==> src/rtl/core/clsrng_pkg.sv <==
// Shared constants and types for the combined LCG shuffle generator.
// Used by the Schrage step unit and the top level; depends on nothing.

package clsrng_pkg;

   localparam int unsigned TABLE_SIZE_DEF = 32;
   localparam int unsigned WARMUP         = 8;

   // First generator: multiplier, modulus, Schrage quotient and remainder.
   localparam logic [15:0] MUL1 = 16'd40014;
   localparam logic [30:0] MOD1 = 31'd2147483563;
   localparam logic [15:0] QUO1 = 16'd53668;
   localparam logic [13:0] REM1 = 14'd12211;

   // Second generator.
   localparam logic [15:0] MUL2 = 16'd40692;
   localparam logic [30:0] MOD2 = 31'd2147483399;
   localparam logic [15:0] QUO2 = 16'd52774;
   localparam logic [13:0] REM2 = 14'd3791;

   localparam logic [30:0] FIRST_INIT  = 31'd1;
   localparam logic [30:0] SECOND_INIT = 31'd123456789;
   localparam logic [30:0] WRAP_ADD    = 31'd2147483562;

   // One value moving into or out of a Schrage step unit.
   typedef struct packed {
      logic        valid;
      logic [30:0] value;
   } gen_beat_type;

endpackage

==> src/rtl/core/clsrng_ram.sv <==
// Generic simple dual-port RAM: one write port, one read port, registered read.
// Standalone; no package dependency.

module clsrng_ram #(
   parameter int WIDTH = 31,
   parameter int DEPTH = 32,
   localparam int AW   = $clog2(DEPTH)
) (
   input  logic             clock,
   input  logic             wr_en,
   input  logic [AW-1:0]    wr_addr,
   input  logic [WIDTH-1:0] wr_data,
   input  logic             rd_en,
   input  logic [AW-1:0]    rd_addr,
   output logic [WIDTH-1:0] rd_data
);

   logic [WIDTH-1:0] mem_ff [DEPTH];
   logic [WIDTH-1:0] rd_data_ff;

   always_ff @(posedge clock) begin
      if (wr_en) begin
         mem_ff[wr_addr] <= wr_data;
      end
      if (rd_en) begin
         rd_data_ff <= mem_ff[rd_addr];
      end
   end

   assign rd_data = rd_data_ff;

endmodule

==> src/rtl/core/clsrng_schrage.sv <==
// Three-stage Schrage step unit: x -> (MUL * x) mod MOD without a wide divider.
// Uses clsrng_pkg for the beat type and default constants.

module clsrng_schrage
   import clsrng_pkg::*;
#(
   parameter logic [15:0] MUL = MUL1,
   parameter logic [15:0] QUO = QUO1,
   parameter logic [13:0] REM = REM1,
   parameter logic [30:0] MOD = MOD1
) (
   input  logic         clock,
   input  logic         reset,
   input  gen_beat_type step_in,
   output gen_beat_type step_out
);

   // Reciprocal of the quotient constant; the estimate it gives is low by at most one.
   localparam logic [16:0] RCP = 17'((64'd1 << 32) / 64'(QUO));

   logic        v1_ff, v2_ff, v3_ff;
   logic [30:0] x_ff;
   logic [47:0] prod_ff, prod_in;
   logic [15:0] k_ff, k_in;
   logic [15:0] r_ff, r_in;
   logic [30:0] res_ff, res_in;

   logic [15:0] k_est;
   logic [31:0] kq;
   logic [31:0] diff;
   logic [32:0] ar;
   logic [32:0] kr;
   logic [32:0] t;

   assign prod_in = 48'(step_in.value) * 48'(RCP);

   always_comb begin
      k_est = prod_ff[47:32];
      kq    = 32'(k_est) * 32'(QUO);
      diff  = 32'(x_ff) - kq;
      if (diff >= 32'(QUO)) begin
         k_in = k_est + 16'd1;
         r_in = 16'(diff - 32'(QUO));
      end else begin
         k_in = k_est;
         r_in = diff[15:0];
      end
   end

   always_comb begin
      ar = 33'(r_ff) * 33'(MUL);
      kr = 33'(k_ff) * 33'(REM);
      t  = ar - kr;
      if (t[32]) begin
         t = t + 33'(MOD);
      end
      res_in = t[30:0];
   end

   always_ff @(posedge clock) begin
      if (reset) begin
         v1_ff <= 1'b0;
         v2_ff <= 1'b0;
         v3_ff <= 1'b0;
      end else begin
         v1_ff <= step_in.valid;
         v2_ff <= v1_ff;
         v3_ff <= v2_ff;
      end
   end

   always_ff @(posedge clock) begin
      if (step_in.valid) begin
         x_ff    <= step_in.value;
         prod_ff <= prod_in;
      end
      if (v1_ff) begin
         k_ff <= k_in;
         r_ff <= r_in;
      end
      if (v2_ff) begin
         res_ff <= res_in;
      end
   end

   assign step_out.valid = v3_ff;
   assign step_out.value = res_ff;

endmodule

==> src/rtl/core/combined_lcg_shuffle_rng.sv <==
// Combined two-generator LCG with a Bays-Durham shuffle table; top level.
// Uses clsrng_pkg, clsrng_schrage (two instances) and clsrng_ram.
//
// Each request beat returns one sample beat in 1..2147483562, to be read as the
// fraction sample/2147483563. A draw runs through S_D0 to S_D3 from acceptance
// to the result register: both Schrage units run their three stages while the
// slot index is formed and the shuffle table is read, and S_D3 combines the
// values and writes the slot back. A reseed first steps the first generator
// TABLE_SIZE+8 times, each step waiting on the previous one through the Schrage
// unit, before its draw. One request is handled at a time; a finished sample
// waits in the output register, and a new request is taken while it waits.
// Table entries not yet written since reset read as zero.

module combined_lcg_shuffle_rng
   import clsrng_pkg::*;
#(
   parameter int TABLE_SIZE = TABLE_SIZE_DEF
) (
   input  logic        clock,
   input  logic        reset,
   input  logic        req_valid,
   output logic        req_stall,
   input  logic        req_action,
   input  logic [30:0] req_seed,
   output logic        rsp_valid,
   input  logic        rsp_stall,
   output logic [30:0] rsp_sample
);

   localparam int IDX_W  = $clog2(TABLE_SIZE);
   localparam int CNT_W  = $clog2(TABLE_SIZE + WARMUP);
   localparam int RCP_W  = IDX_W + 2;
   localparam int EST_W  = IDX_W + 1;
   localparam int SP_W   = 31 + RCP_W;
   localparam int CHK_W  = 31 + EST_W;
   localparam logic [30:0] SLOT_DIV =
      31'(32'd1 + (32'(MOD1) - 32'd1) / 32'(TABLE_SIZE));
   localparam logic [RCP_W-1:0] SLOT_RCP = RCP_W'((64'd1 << 32) / 64'(SLOT_DIV));
   localparam logic [CNT_W-1:0] SEED_STEPS = CNT_W'(TABLE_SIZE + WARMUP - 1);

   localparam logic [2:0] S_IDLE = 3'd0;
   localparam logic [2:0] S_SEED = 3'd1;
   localparam logic [2:0] S_D0   = 3'd2;
   localparam logic [2:0] S_D1   = 3'd3;
   localparam logic [2:0] S_D2   = 3'd4;
   localparam logic [2:0] S_D3   = 3'd5;

   logic [2:0]            state_ff, state_in;
   logic [30:0]           gen1_ff, gen1_in;
   logic [30:0]           gen2_ff, gen2_in;
   logic [30:0]           last_out_ff, last_out_in;
   logic [CNT_W-1:0]      cnt_ff, cnt_in;
   logic                  busy_ff, busy_in;
   logic [TABLE_SIZE-1:0] valid_ff, valid_in;
   logic                  rsp_valid_ff, rsp_valid_in;
   logic [30:0]           sample_ff, sample_in;
   logic [EST_W-1:0]      est_ff, est_in;
   logic [IDX_W-1:0]      slot_ff, slot_in;
   logic                  entry_ok_ff, entry_ok_in;

   gen_beat_type gen1_step, gen1_out;
   gen_beat_type gen2_step, gen2_out;

   logic             ram_wr_en;
   logic [IDX_W-1:0] ram_wr_addr;
   logic             ram_rd_en;
   logic [30:0]      ram_rd_data;

   logic [SP_W-1:0]  slot_prod;
   logic [CHK_W-1:0] slot_chk;
   logic [CHK_W-1:0] slot_rem;
   logic [EST_W-1:0] slot_q;
   logic [30:0]      entry;
   logic [32:0]      y;
   logic [30:0]      seed_val;

   clsrng_schrage #(
      .MUL (MUL1),
      .QUO (QUO1),
      .REM (REM1),
      .MOD (MOD1)
   ) u_gen1 (
      .clock    (clock),
      .reset    (reset),
      .step_in  (gen1_step),
      .step_out (gen1_out)
   );

   clsrng_schrage #(
      .MUL (MUL2),
      .QUO (QUO2),
      .REM (REM2),
      .MOD (MOD2)
   ) u_gen2 (
      .clock    (clock),
      .reset    (reset),
      .step_in  (gen2_step),
      .step_out (gen2_out)
   );

   clsrng_ram #(
      .WIDTH (31),
      .DEPTH (TABLE_SIZE)
   ) u_table (
      .clock   (clock),
      .wr_en   (ram_wr_en),
      .wr_addr (ram_wr_addr),
      .wr_data (gen1_out.value),
      .rd_en   (ram_rd_en),
      .rd_addr (slot_ff),
      .rd_data (ram_rd_data)
   );

   assign gen1_step.valid = (state_ff == S_SEED && !busy_ff) || state_ff == S_D0;
   assign gen1_step.value = gen1_ff;
   assign gen2_step.valid = (state_ff == S_D0);
   assign gen2_step.value = gen2_ff;

   // Slot index = last_out / SLOT_DIV, by reciprocal estimate and one correction.
   // last_out holds still from the first draw cycle on, so est and slot settle in turn.
   always_comb begin
      slot_prod = SP_W'(last_out_ff) * SP_W'(SLOT_RCP);
      est_in    = slot_prod[SP_W-1:32];
      slot_chk  = CHK_W'(est_ff) * CHK_W'(SLOT_DIV);
      slot_rem  = CHK_W'(last_out_ff) - slot_chk;
      slot_q    = (slot_rem >= CHK_W'(SLOT_DIV)) ? est_ff + EST_W'(1) : est_ff;
      if (slot_q >= EST_W'(TABLE_SIZE)) begin
         slot_in = IDX_W'(TABLE_SIZE - 1);
      end else begin
         slot_in = slot_q[IDX_W-1:0];
      end
   end

   always_comb begin
      entry    = entry_ok_ff ? ram_rd_data : '0;
      y        = 33'(entry) - 33'(gen2_out.value);
      if (y[32] || y == '0) begin
         y = y + 33'(WRAP_ADD);
      end
      seed_val = (req_seed == '0) ? 31'd1 : req_seed;
   end

   always_comb begin
      state_in     = state_ff;
      gen1_in      = gen1_ff;
      gen2_in      = gen2_ff;
      last_out_in  = last_out_ff;
      cnt_in       = cnt_ff;
      busy_in      = busy_ff;
      valid_in     = valid_ff;
      rsp_valid_in = rsp_valid_ff && rsp_stall;
      sample_in    = sample_ff;
      entry_ok_in  = entry_ok_ff;
      ram_wr_en    = 1'b0;
      ram_wr_addr  = slot_ff;
      ram_rd_en    = 1'b0;
      case (state_ff)
         S_IDLE: begin
            if (req_valid) begin
               if (req_action) begin
                  gen1_in  = seed_val;
                  gen2_in  = seed_val;
                  cnt_in   = SEED_STEPS;
                  busy_in  = 1'b0;
                  state_in = S_SEED;
               end else begin
                  state_in = S_D0;
               end
            end
         end
         S_SEED: begin
            if (gen1_out.valid) begin
               busy_in = 1'b0;
               gen1_in = gen1_out.value;
               // Only the last TABLE_SIZE steps land in the table, highest index first.
               if (cnt_ff < CNT_W'(TABLE_SIZE)) begin
                  ram_wr_en   = 1'b1;
                  ram_wr_addr = cnt_ff[IDX_W-1:0];
                  valid_in[cnt_ff[IDX_W-1:0]] = 1'b1;
               end
               if (cnt_ff == '0) begin
                  last_out_in = gen1_out.value;
                  state_in    = S_D0;
               end else begin
                  cnt_in = cnt_ff - CNT_W'(1);
               end
            end else if (!busy_ff) begin
               busy_in = 1'b1;
            end
         end
         S_D0: begin
            state_in = S_D1;
         end
         S_D1: begin
            state_in = S_D2;
         end
         S_D2: begin
            ram_rd_en   = 1'b1;
            entry_ok_in = valid_ff[slot_ff];
            state_in    = S_D3;
         end
         S_D3: begin
            if (!rsp_valid_ff || !rsp_stall) begin
               gen1_in          = gen1_out.value;
               gen2_in          = gen2_out.value;
               last_out_in      = y[30:0];
               ram_wr_en        = 1'b1;
               valid_in[slot_ff] = 1'b1;
               rsp_valid_in     = 1'b1;
               sample_in        = y[30:0];
               state_in         = S_IDLE;
            end
         end
         default: begin
            state_in = S_IDLE;
         end
      endcase
   end

   always_ff @(posedge clock) begin
      if (reset) begin
         state_ff     <= S_IDLE;
         gen1_ff      <= FIRST_INIT;
         gen2_ff      <= SECOND_INIT;
         last_out_ff  <= '0;
         cnt_ff       <= '0;
         busy_ff      <= 1'b0;
         valid_ff     <= '0;
         rsp_valid_ff <= 1'b0;
      end else begin
         state_ff     <= state_in;
         gen1_ff      <= gen1_in;
         gen2_ff      <= gen2_in;
         last_out_ff  <= last_out_in;
         cnt_ff       <= cnt_in;
         busy_ff      <= busy_in;
         valid_ff     <= valid_in;
         rsp_valid_ff <= rsp_valid_in;
      end
   end

   always_ff @(posedge clock) begin
      sample_ff   <= sample_in;
      est_ff      <= est_in;
      slot_ff     <= slot_in;
      entry_ok_ff <= entry_ok_in;
   end

   assign req_stall  = (state_ff != S_IDLE);
   assign rsp_valid  = rsp_valid_ff;
   assign rsp_sample = sample_ff;

   // A new sample only ever comes out of the final draw cycle.
   assert property (@(posedge clock) disable iff (reset)
      $rose(rsp_valid_ff) |-> $past(state_ff) == S_D3)
      else $error("sample appeared outside the final draw cycle");

   // Both Schrage results must line up with the first combine cycle of a draw.
   assert property (@(posedge clock) disable iff (reset)
      (state_ff == S_D3 && $past(state_ff) == S_D2) |-> (gen1_out.valid && gen2_out.valid))
      else $error("generator results not ready when the draw combines them");

   // During reseed a generator result only arrives for a step that was issued.
   assert property (@(posedge clock) disable iff (reset)
      (state_ff == S_SEED && gen1_out.valid) |-> busy_ff)
      else $error("unexpected generator result during reseed");

   // The wrapped output never reaches zero.
   assert property (@(posedge clock) disable iff (reset)
      rsp_valid_ff |-> sample_ff != '0)
      else $error("sample out of range");

endmodule

==> config.mk <==
export PLATFORM = sky130hd
export DESIGN_NAME = combined_lcg_shuffle_rng
export DESIGN_NICKNAME = d
export VERILOG_FILES = /design/src/rtl/core/clsrng_pkg.sv /design/src/rtl/core/clsrng_ram.sv /design/src/rtl/core/clsrng_schrage.sv /design/src/rtl/core/combined_lcg_shuffle_rng.sv
export SDC_FILE = /design/constraint.sdc
export NUM_CORES = 2
export LEC_CHECK = 0
export ABC_CLOCK_PERIOD_IN_PS = 14000
export BUFFER_PORTS_ARGS = -buffer_cell sky130_fd_sc_hd__buf_2
export CORE_ASPECT_RATIO = 1.2
export CORE_UTILIZATION = 40
export CTS_CLUSTER_SIZE = 12
export DETAILED_ROUTE_END_ITERATION = 10
export HOLD_SLACK_MARGIN = 0.05
export SETUP_SLACK_MARGIN = 0.15
export SYNTH_ARGS = -nofsm -noshare
export SYNTH_HDL_FRONTEND = slang
export SYNTH_SLANG_ARGS = --single-unit
==> constraint.sdc <==
create_clock -name clock -period 14 [get_ports clock]
set_clock_uncertainty 0.15 [all_clocks]
set_input_delay 2.8 -clock clock [delete_from_list [all_inputs] [get_ports clock]]
set_output_delay 2.8 -clock clock [all_outputs]
set_load 0.02 [all_outputs]
==> reports/qor.csv <==
metric,value,unit
post-synthesis mux area share,5.72,%
port bufs,68,
"Async S/R FF share, synth",0,%
failing checks,capacitance limit,
routed vias,67400,
slew at the pin with the worst max-slew slack,1420,ps
Setup crit end kind,flop,
cts-stage hold buffer count,0,
flop-to-flop setup slack,2950,ps
final-stage net count,10800,
vias in the first global route,70500,
Arrival @ worst endpoint,11430,ps
Hold WC Path Type,flop to flop,
Setup Viol. Count Final,0,
Resized cells post-CTS,0,
maxcap violations,1,
Initial Util,40.3,%
global-route wire length before repair,442000,um
initial antenna violation count,28,
Max Buffers Root-to-Sink,4,
post-CTS setup buffer count,0,
Die W,470,um
TritonCTS buffer count,155,
most frequent cells after synthesis,"inv_1 (1,432), edfxtp_1 (1,275), ha_1 (1,163), fa_1 (854), nor2_1 (412)",
share of cells above drive strength 1,8.60,%
DRC violation total after the first TritonRoute iteration,5096,
die area,265000,um^2
Hold Slack,235,ps
final hold violation count,0,
post-synthesis compound-gate area fraction,8.51,%
Syn Inst Count,8650,
cell taking the most area after synthesis,edfxtp_1,
Relative slew margins,2.88,%
CP max stage cell,a211oi_1,
H-tree depth,4,
run status,"finished, violations left",
mean routed wirelength per cell,24.0,um
Synth Flop Type,edfxtp_1,
P&R area growth vs syn,8.92,%
"Largest stage delay, worst path",840,ps
CP Data Required Time,14390,ps
register bit total from synthesis,1425,
post-synth top area share,36.4,%
Max Freq,0.0905,GHz
dpl cell area,110000,um^2
Setup Total Neg Slack,0,ps
Die H,564,um
crit path kind,flop to flop,
clock slew at reported path FFs,60,ps
CTS root buf,clkbuf_16,
DP HPWL,219000,um
worst skew pair latency,840,ps
crit share post-route,78.9,%
GRT overflow,0,
Synth Area in XOR/XNOR,3.26,%
post-synthesis sequential area ratio,39.3,%
I/O pin cnt,69,
Synth cell types,95,
# DRC,0,
simple-gate share of the synthesized area,7.19,%
CTS tree,done,
synthesized area per cell,12.2,um^2
post-place setup slack,2960,ps
largest net degree at the start of global routing,112,
Layout Cell Area excl Fill,115000,um^2
largest family of logic cells by synthesized area,adder cells,
Post-DRT Antenna Nets,0,
Max Fanout on Critical Path,7,
"Net Count, Synth",10700,
synth warn,0,
DR pass1 iterations,6,
adder-cell share of the synthesized area,30.1,%
Synth Cell Area,105000,um^2
gr usage total,22.2,%
Core Footprint,261000,um^2
clock sinks,1425,
PnR worst setup slack,2950,ps
"count leader, synth",inv_1,
Area contributors post-synth,"edfxtp_1 (36%), fa_1 (16%), ha_1 (14%), mux4_2 (5.5%), inv_1 (5.1%)",
unrepaired setup endpoints after global routing,no,
CP dominant cell by count,fa_1,
minimum clock period,11050,ps
routability cong.,0.934,
"EDFF count, synth",1275,
drt via density,5.51,
crit start category,flop,
# rows,205,
WL final,294000,um
Max Slew Vio Count,0,
## through the flow
step	util (%)	std cells
2_1_floorplan	-	8650
3_3_place_gp	42.2	12000
3_5_place_dp	42.2	12000
4_1_cts	43.9	12200
5_1_grt	43.9	12200
6_report	43.9	12200
## cells by family (layout without fill, tap and decap cells)
| family | Yosys count | in the layout |
|---|---|---|
| flops | 1425 | 1425 |
| simple gates | 1554 | 1554 |
| buf+inv | 1656 | 1823 |
| compound gates | 1327 | 1327 |
| mux | 280 | 280 |
| other cells | 0 | 16 |
| xor+xnor | 391 | 391 |
| fa+ha+maj | 2017 | 2017 |
## worst paths after layout
| kind | start | end | cells after the start |
|---|---|---|---|
| max | u_gen1.r_ff[0] | u_gen1.res_ff[25] | 33 |
| min | last_out_ff[30] | est_ff[4] | 0 |
| max reg2reg | u_gen1.r_ff[0] | u_gen1.res_ff[25] | 33 |
| min reg2reg | last_out_ff[30] | est_ff[4] | 0 |
## worst max-delay path, delay by kind of cell, from the launching register on
kind / cells / cell delay [ps]
xor+xnor: 2 / 320
buf+inv: 6 / 330
simple gates: 5 / 1110
flops: 1 / 560
fa+ha+maj: 13 / 5840
compound gates: 7 / 2460
## sequential cells by signal, summed over array words and instances, names as in the netlist, 30 cells and up
signal           flops
u_table.rd_data     31
valid_ff            32
gen1_ff             31
u_table.mem_ff     992
u_gen1.res_ff       31
u_gen2.res_ff       31
u_gen2.x_ff         31
gen2_ff             31
last_out_ff         30
u_gen1.x_ff         31
rsp_sample          31
## per-layer routing
metal,vias up,share of wire (%),track usage [%]
met1,34400,40,27.4
met4,8,4.7,9.53
met2,1856,51,39.3
met5,-,0.018,0
li1,30700,-,-
met3,493,5.0,2.23
## final cells by class
type                            instances  area (um^2)
Fill cell                           23800       146000
Multi-Input combinational cell       5569        57900
Sequential cell                      1425        41300
Inverter                             1433         5380
Tap cell                             3415         4270
Clock buffer                          197         4190
Timing Repair Buffer                  170         1150
Clock inverter                         23          256
Antenna cell                           16         40.0
## placed cells by master (no fill, tap or decap), types with 17 or more instances in the layout
cell	n
inv_1	1429
edfxtp_1	1275
ha_1	1163
fa_1	854
nand2_1	398
nor2_1	379
a21oi_1	321
mux4_2	256
xnor2_1	238
o21ai_0	213
clkbuf_16	161
xor2_1	152
dfxtp_1	148
a22oi_1	134
a21o_1	132
nor3_1	128
nand3_1	121
buf_4	100
nand4_1	80
o21a_1	69
buf_2	67
nand2b_1	65
nor2b_1	60
a311oi_1	60
and2_1	58
and3_1	53
a211oi_1	43
a31oi_1	41
or2_2	38
nor2_4	33
o211ai_1	30
o21bai_1	30
clkbuf_1	30
nor4_1	28
or3_1	26
o311ai_0	22
a22o_1	18
a31o_2	17
a21boi_0	17
Power is not shown: default switching activity piles up to over one toggle a cycle in this logic, so the estimate is an artifact.
